File: src/design/kdhr_pkg.sv
package kdhr_pkg;

  // Item field widths
  localparam int unsigned PadW   = 2;
  localparam int unsigned NowW   = 32;
  localparam int unsigned KeyW   = 2;

  // Stream data widths, padded to whole bytes
  localparam int unsigned SDataW = ((PadW + NowW + 7) / 8) * 8;
  localparam int unsigned MDataW = ((KeyW + 7) / 8) * 8;

  // Configuration port
  localparam int unsigned CfgIdxW  = 2;
  localparam int unsigned CfgDataW = 16;

  localparam logic [CfgIdxW-1:0] RegDebounce = CfgIdxW'(0);
  localparam logic [CfgIdxW-1:0] RegHold     = CfgIdxW'(1);
  localparam logic [CfgIdxW-1:0] RegRepeat   = CfgIdxW'(2);

  localparam logic [CfgDataW-1:0] DebounceRst = CfgDataW'(50);
  localparam logic [CfgDataW-1:0] HoldRst     = CfgDataW'(800);
  localparam logic [CfgDataW-1:0] RepeatRst   = CfgDataW'(200);

  // Timing settings handed to the key tracker
  typedef struct packed {
    logic [CfgDataW-1:0] debounce_ms;
    logic [CfgDataW-1:0] hold_ms;
    logic [CfgDataW-1:0] repeat_ms;
  } cfg_t;

endpackage

File: src/design/kdhr_core.sv
module kdhr_core #(
  parameter int unsigned TIME_BITS = 32
) (
  input  logic                     clk_i,
  input  logic                     rst_ni,
  input  logic                     step_i,
  input  logic [kdhr_pkg::PadW-1:0] pad_code_i,
  input  logic [TIME_BITS-1:0]     now_i,
  input  kdhr_pkg::cfg_t           cfg_i,
  output logic [kdhr_pkg::KeyW-1:0] key_event_o
);
  import kdhr_pkg::*;

  typedef enum logic [1:0] {
    PhIdle    = 2'd0,
    PhBounce  = 2'd1,
    PhPressed = 2'd2
  } phase_e;

  phase_e               phase_q, phase_d;
  logic [TIME_BITS-1:0] settle_start_q, settle_start_d;
  logic [TIME_BITS-1:0] press_start_q, press_start_d;
  logic [TIME_BITS-1:0] repeat_start_q, repeat_start_d;
  logic [PadW-1:0]      held_key_q, held_key_d;
  logic                 hold_active_q, hold_active_d;
  logic [KeyW-1:0]      key_event_q, key_event_d;

  logic [TIME_BITS-1:0] since_settle, since_press, since_repeat;
  logic                 settled, hold_due, repeat_due;

  // Elapsed times wrap with the timestamp width
  assign since_settle = now_i - settle_start_q;
  assign since_press  = now_i - press_start_q;
  assign since_repeat = now_i - repeat_start_q;

  assign settled    = since_settle >= TIME_BITS'(cfg_i.debounce_ms);
  assign hold_due   = since_press  >= TIME_BITS'(cfg_i.hold_ms);
  assign repeat_due = since_repeat >= TIME_BITS'(cfg_i.repeat_ms);

  // Step the key tracker for one sample
  always_comb begin
    phase_d        = phase_q;
    settle_start_d = settle_start_q;
    press_start_d  = press_start_q;
    repeat_start_d = repeat_start_q;
    held_key_d     = held_key_q;
    hold_active_d  = hold_active_q;
    key_event_d    = '0;
    case (phase_q)
      PhBounce: begin
        if (settled) begin
          if (pad_code_i != '0) begin
            phase_d       = PhPressed;
            press_start_d = now_i;
            held_key_d    = pad_code_i;
            key_event_d   = KeyW'(pad_code_i);
          end else begin
            phase_d = PhIdle;
          end
        end
      end
      PhPressed: begin
        if (pad_code_i == '0) begin
          // release: settle again before going idle
          phase_d        = PhBounce;
          settle_start_d = now_i;
          hold_active_d  = 1'b0;
        end else if (pad_code_i == held_key_q) begin
          if (!hold_active_q) begin
            if (hold_due) begin
              hold_active_d  = 1'b1;
              repeat_start_d = now_i;
              key_event_d    = KeyW'(pad_code_i);
            end
          end else if (repeat_due) begin
            repeat_start_d = now_i;
            key_event_d    = KeyW'(pad_code_i);
          end
        end
      end
      default: begin
        // idle, and the unused encoding behaves as idle
        if (pad_code_i != '0) begin
          phase_d        = PhBounce;
          settle_start_d = now_i;
        end
      end
    endcase
  end

  // Hold state and the reported key
  always_ff @(posedge clk_i or negedge rst_ni) begin
    if (!rst_ni) begin
      phase_q        <= PhIdle;
      settle_start_q <= '0;
      press_start_q  <= '0;
      repeat_start_q <= '0;
      held_key_q     <= '0;
      hold_active_q  <= 1'b0;
      key_event_q    <= '0;
    end else if (step_i) begin
      phase_q        <= phase_d;
      settle_start_q <= settle_start_d;
      press_start_q  <= press_start_d;
      repeat_start_q <= repeat_start_d;
      held_key_q     <= held_key_d;
      hold_active_q  <= hold_active_d;
      key_event_q    <= key_event_d;
    end
  end

  assign key_event_o = key_event_q;

endmodule

File: src/design/key_debounce_hold_repeat_unit.sv
// Button debounce with hold and auto-repeat. Each input item is one sample of
// the 2-bit button pad code with a free-running millisecond timestamp; each
// sample yields exactly one output item holding the reported key code, 0 when
// nothing is reported. A new press must stay for debounce_ms before it is
// reported, holding it reports again after hold_ms and then every repeat_ms,
// and a release must settle for debounce_ms. Timestamp differences wrap at
// TIME_BITS bits. The block takes one item per cycle while results are taken; an
// item's result is offered after the item has passed the input register and the
// single state step has loaded the result register. A stalled result holds the
// input register, so the input side stalls only while both registers are full.
// Write the timing registers only while no items are in flight.
module key_debounce_hold_repeat_unit #(
  parameter int unsigned TIME_BITS = 32
) (
  input  logic                            clk_i,
  input  logic                            rst_ni,
  // input items
  input  logic                            s_axis_tvalid,
  output logic                            s_axis_tready,
  input  logic [kdhr_pkg::SDataW-1:0]     s_axis_tdata,   // pad_code, now_ms, zero fill
  // result items
  output logic                            m_axis_tvalid,
  input  logic                            m_axis_tready,
  output logic [kdhr_pkg::MDataW-1:0]     m_axis_tdata,   // key_event, zero fill
  // register writes
  input  logic                            cfg_valid_i,
  output logic                            cfg_ready_o,
  input  logic [kdhr_pkg::CfgIdxW-1:0]    cfg_index_i,
  input  logic [kdhr_pkg::CfgDataW-1:0]   cfg_data_i
);
  import kdhr_pkg::*;

  cfg_t            cfg_q;
  logic            in_valid_q;
  logic [PadW-1:0] pad_q;
  logic [NowW-1:0] now_q;
  logic            out_valid_q;
  logic            advance;
  logic [KeyW-1:0] key_event;

  // Move the held item into the result register when there is room
  assign advance       = !out_valid_q || m_axis_tready;
  assign s_axis_tready = !in_valid_q || advance;
  assign cfg_ready_o   = 1'b1;

  // Write timing registers; ignore unknown indexes
  always_ff @(posedge clk_i or negedge rst_ni) begin
    if (!rst_ni) begin
      cfg_q.debounce_ms <= DebounceRst;
      cfg_q.hold_ms     <= HoldRst;
      cfg_q.repeat_ms   <= RepeatRst;
    end else if (cfg_valid_i) begin
      case (cfg_index_i)
        RegDebounce: cfg_q.debounce_ms <= cfg_data_i;
        RegHold:     cfg_q.hold_ms     <= cfg_data_i;
        RegRepeat:   cfg_q.repeat_ms   <= cfg_data_i;
        default: ;
      endcase
    end
  end

  // Input register
  always_ff @(posedge clk_i or negedge rst_ni) begin
    if (!rst_ni) begin
      in_valid_q <= 1'b0;
    end else if (s_axis_tready) begin
      in_valid_q <= s_axis_tvalid;
    end
  end

  always_ff @(posedge clk_i) begin
    if (s_axis_tready && s_axis_tvalid) begin
      pad_q <= s_axis_tdata[PadW-1:0];
      now_q <= s_axis_tdata[PadW+NowW-1:PadW];
    end
  end

  // Result valid follows the step and drops when the item is taken with none behind it
  always_ff @(posedge clk_i or negedge rst_ni) begin
    if (!rst_ni) begin
      out_valid_q <= 1'b0;
    end else if (advance) begin
      out_valid_q <= in_valid_q;
    end
  end

  kdhr_core #(
    .TIME_BITS(TIME_BITS)
  ) u_core (
    .clk_i      (clk_i),
    .rst_ni     (rst_ni),
    .step_i     (in_valid_q && advance),
    .pad_code_i (pad_q),
    .now_i      (TIME_BITS'(now_q)),
    .cfg_i      (cfg_q),
    .key_event_o(key_event)
  );

  assign m_axis_tvalid = out_valid_q;
  assign m_axis_tdata  = MDataW'(key_event);

endmodule

File: config.mk
export PLATFORM = sky130hd
export DESIGN_NAME = key_debounce_hold_repeat_unit
export DESIGN_NICKNAME = d
export VERILOG_FILES = /design/src/design/kdhr_pkg.sv /design/src/design/kdhr_core.sv /design/src/design/key_debounce_hold_repeat_unit.sv
export SDC_FILE = /design/constraint.sdc
export NUM_CORES = 1
export LEC_CHECK = 0
export BUFFER_PORTS_ARGS = -buffer_cell sky130_fd_sc_hd__buf_2
export CORE_MARGIN = 3
export CORE_UTILIZATION = 62
export DETAILED_ROUTE_END_ITERATION = 8
export PLACE_DENSITY = 0.81
export SYNTH_ARGS = -nofsm -noshare
export SYNTH_HDL_FRONTEND = slang
export SYNTH_SLANG_ARGS = --single-unit
File: constraint.sdc
create_clock -name clk_i -period 5.5 [get_ports clk_i]
set_input_delay 0.55 -clock clk_i [delete_from_list [all_inputs] [get_ports clk_i]]
set_output_delay 0.55 -clock clk_i [all_outputs]
set_load 0.05 [all_outputs]
==> results.txt <==
Outcome = finished, final reports clean
Worst setup margin = 0.2536 ns
Fillers = 1,747
Fmax = 0.1906 GHz
CTS Root Cell = clkbuf_16
Number of synthesized flops with an enable pin = 34
DR vias/cell = 6.149
Htree depth = 4
Layout cells sized above 1 = 18.81%
# diodes = 0
Ys async rst share = 81.82%
Power Density = 586.2 mW/mm^2
FF+latch count, synth = 187
Vias in the first global route = 11,110
Antenna violations before repair = 0
Clk_skew = 0.01550 ns
Hold Path Class = input port to async pin
Die X = 157.6 um
Max-Slew Margin vs Limit = 36.84%
DRC violations left = 0
Post-synth top area share = 25.30%
Grt ovf = 0
Syn Inst Count = 1,508
FP Rows = 54
Crit-path max FO = 7
Maximum vdd drop = 0.2591 mV
Distinct cells, synth = 85
Critical path endpoint category = flip-flop
Die height = 157.6 um
Sequential area share after synthesis = 34.13%
# setup viols final = 0
YS warnings = 0
Routed len/inst = 19.27 um
Yosys top cell by area = dfrtp_1
Reg power frac = 23.4%
Worst Setup Start Kind = flip-flop
All-layer global routing usage = 29.13%
Max-Cap Viols = 0
Final Max Slew Viols = 0
Commonest register cell after synthesis = dfrtp_1
DIE AREA = 0.02483 mm^2
Initial Util = 64.08%
Setup TNS = 0 ns
Synth-to-layout area growth = 9.294%
Crit share post-route = 95.39%
Initial DRC count = 696
DRT Wirelength = 35,920 um
Sw frac = 45.00%
Nets@finish = 1,781
Global placement routability congestion = 0.9291
Sw Pwr = 4.107 mW
Largest net degree at the start of global routing = 102
Antenna-violating nets left = 0
Crit path kind = flip-flop to flip-flop
Final Non-Filler Cells = 1,864
Clock power frac = 13.9%
Post-Place Cells = 1,822
Pleak = 7.191 nW
Slew of the pin with the lowest slew margin = 0.9445 ns
Vias = 11,460
Pre-CTS setup slack = 0.09141 ns
First-pass GRT wire length = 56,750 um
Post-detail-place hpwl = 27,920 um
I/O pin total = 74
CTS tree = built
Data required, critical path = 5.82 ns
Leading cell type by number of instances after synthesis = inv_1
Logic pwr share = 62.7%
CP Data Arrival Time = 5.57 ns
Clk_lat worst skew = 0.44 ns
Synth Cell Area = 0.01424 mm^2
CORE AREA = 0.02223 mm^2
Clock Path Buffers = 2
Port Buffers = 60
Clock sinks = 187
Fin crit period = 5.246 ns
Pint = 5.019 mW
CTS buffer count = 17
Final hold vios = 0
Drt first pass iters = 5
Avg Inst Size Synth = 9.445 um^2
Largest cells by area after synthesis = dfrtp_1 25%, ha_1 13%, mux2_2 8.0%
Final Util = 70.03%
Synth top cells by count = 159 x inv_1, 144 x dfrtp_1, 144 x ha_1
Clock transition at the registers of the reported paths = 0.08 ns
==> power by group through the flow <==
stage	sequential [mW]	combinational (mW)	clock (mW)
5_1_grt	2.19	6.37	1.35
4_1_cts	2.13	5.56	1.29
2_1_floorplan	2.09	4.33	0
3_5_place_dp	2.15	5.52	0
3_3_place_gp	2.13	5.37	0
6_report	2.13	5.72	1.27
==> kinds of logic (layout without fill, tap and decap cells) <==
kind of cell / after synthesis / count (layout) / synth area share [%]
xor gates and xnor gates: 69 / 69 / 4.243
muxes: 138 / 138 / 11.60
other: 2 / 7 / 0.05273
buffers and inverters: 208 / 279 / 6.263
DFF: 187 / 187 / 34.13
and+or+nand+nor: 371 / 371 / 12.97
AOI/OAI and AO/OA: 386 / 386 / 17.67
adders and majority gates: 147 / 147 / 13.07
==> metrics by stage <==
step	hold slack [ns]	cell area, um^2	power, mW
after floorplan	0.2544	14260	6.417
after global placement	0.4664	14800	7.500
after detailed placement	0.4754	14800	7.670
after CTS	0.2298	15390	8.982
after global routing	0.2614	15570	9.902
final	0.1800	15570	9.125
==> final timing paths <==
kind,startpoint,endpoint,slack (ns),depth (start not counted)
max,now_q[3],u_core.repeat_start_q[31],0.25,20
min,rst_ni,cfg_q[4],0.18,1
max reg2reg,now_q[3],u_core.repeat_start_q[31],0.25,20
min reg2reg,u_core.settle_start_q[0],u_core.settle_start_q[0],0.49,2
max in group asynchronous,rst_ni,u_core.repeat_start_q[24],4.08,2
min in group clk_i,s_axis_tdata[29],now_q[27],0.28,1
==> worst max-delay path, stage by stage, from the launching register on <==
cell and delay (ns):
edfxtp_1 0.54, ha_1 0.45, o211ai_2 0.11, a21oi_2 0.20
nor2_1 0.11, o21ai_1 0.20, a21o_1 0.15, a21oi_1 0.07
xnor2_1 0.13, ha_1 0.30, a21o_1 0.18, a21o_1 0.18
a211oi_2 0.30, o221ai_1 0.15, nor4_1 0.24, nand4_1 0.11
or4_1 0.60, o41a_1 0.39, nand3_4 0.16, buf_4 0.21
mux2_2 0.35
==> cells in the final DEF (no fill, tap or decap), types with 8 or more instances in the layout <==
master,instances
mux2_4,29
o2111ai_1,10
xnor2_1,43
buf_2,59
nand2b_1,18
a21oi_1,115
o211ai_1,9
a31oi_1,15
o21a_1,15
inv_1,158
nor3_1,14
nor2_1,78
dfrtp_1,144
a21o_1,38
o21ai_0,79
o21bai_1,9
nor2b_1,15
buf_4,24
clkbuf_16,18
nand4_1,32
ha_1,141
edfxtp_1,34
mux2_2,101
nand3b_1,9
dfstp_2,9
and3_1,12
nand3_1,26
xor2_1,26
nand2_1,123
mux2i_1,8
==> metal layers <==
metal  vias up  share of wire, %  track usage [%]
met5         -                 0                0
met4         0               2.2            8.926
met3        57               5.8            3.827
met2       322                47            47.10
met1      5525                45            41.23
li1       5558                 -                -
==> repair_timing <==
item	4_1_cts	5_1_grt
buffers inserted	0	9
endpoints found under the setup margin	0	65
gates resized for setup	0	20
hold buffers	0	0
==> cell type report <==
cell class | count | area [um^2] | share of cell area, %
clock buffer | 18 | 429.2 | 2.757
clock inverter | 14 | 170.2 | 1.093
inverter | 159 | 596.8 | 3.834
multi-input combinational | 1118 | 8588 | 55.17
sequential | 187 | 4861 | 31.22
tap | 280 | 350.3 | 2.250
timing repair buffer | 88 | 571.8 | 3.673
==> sequential cells by signal (all words and copies together) (netlist names) <==
| name | flops |
|---|---|
| u_core.held_key_q | 2 |
| now_q | 32 |
| u_core.key_event_o | 2 |
| u_core.phase_q | 2 |
| in_valid_q | 1 |
| m_axis_tvalid | 1 |
| u_core.settle_start_q | 32 |
| pad_q | 2 |
| u_core.repeat_start_q | 32 |
| u_core.press_start_q | 32 |
| cfg_q | 48 |
| u_core.hold_active_q | 1 |
Power figures use the tool's default switching activity.
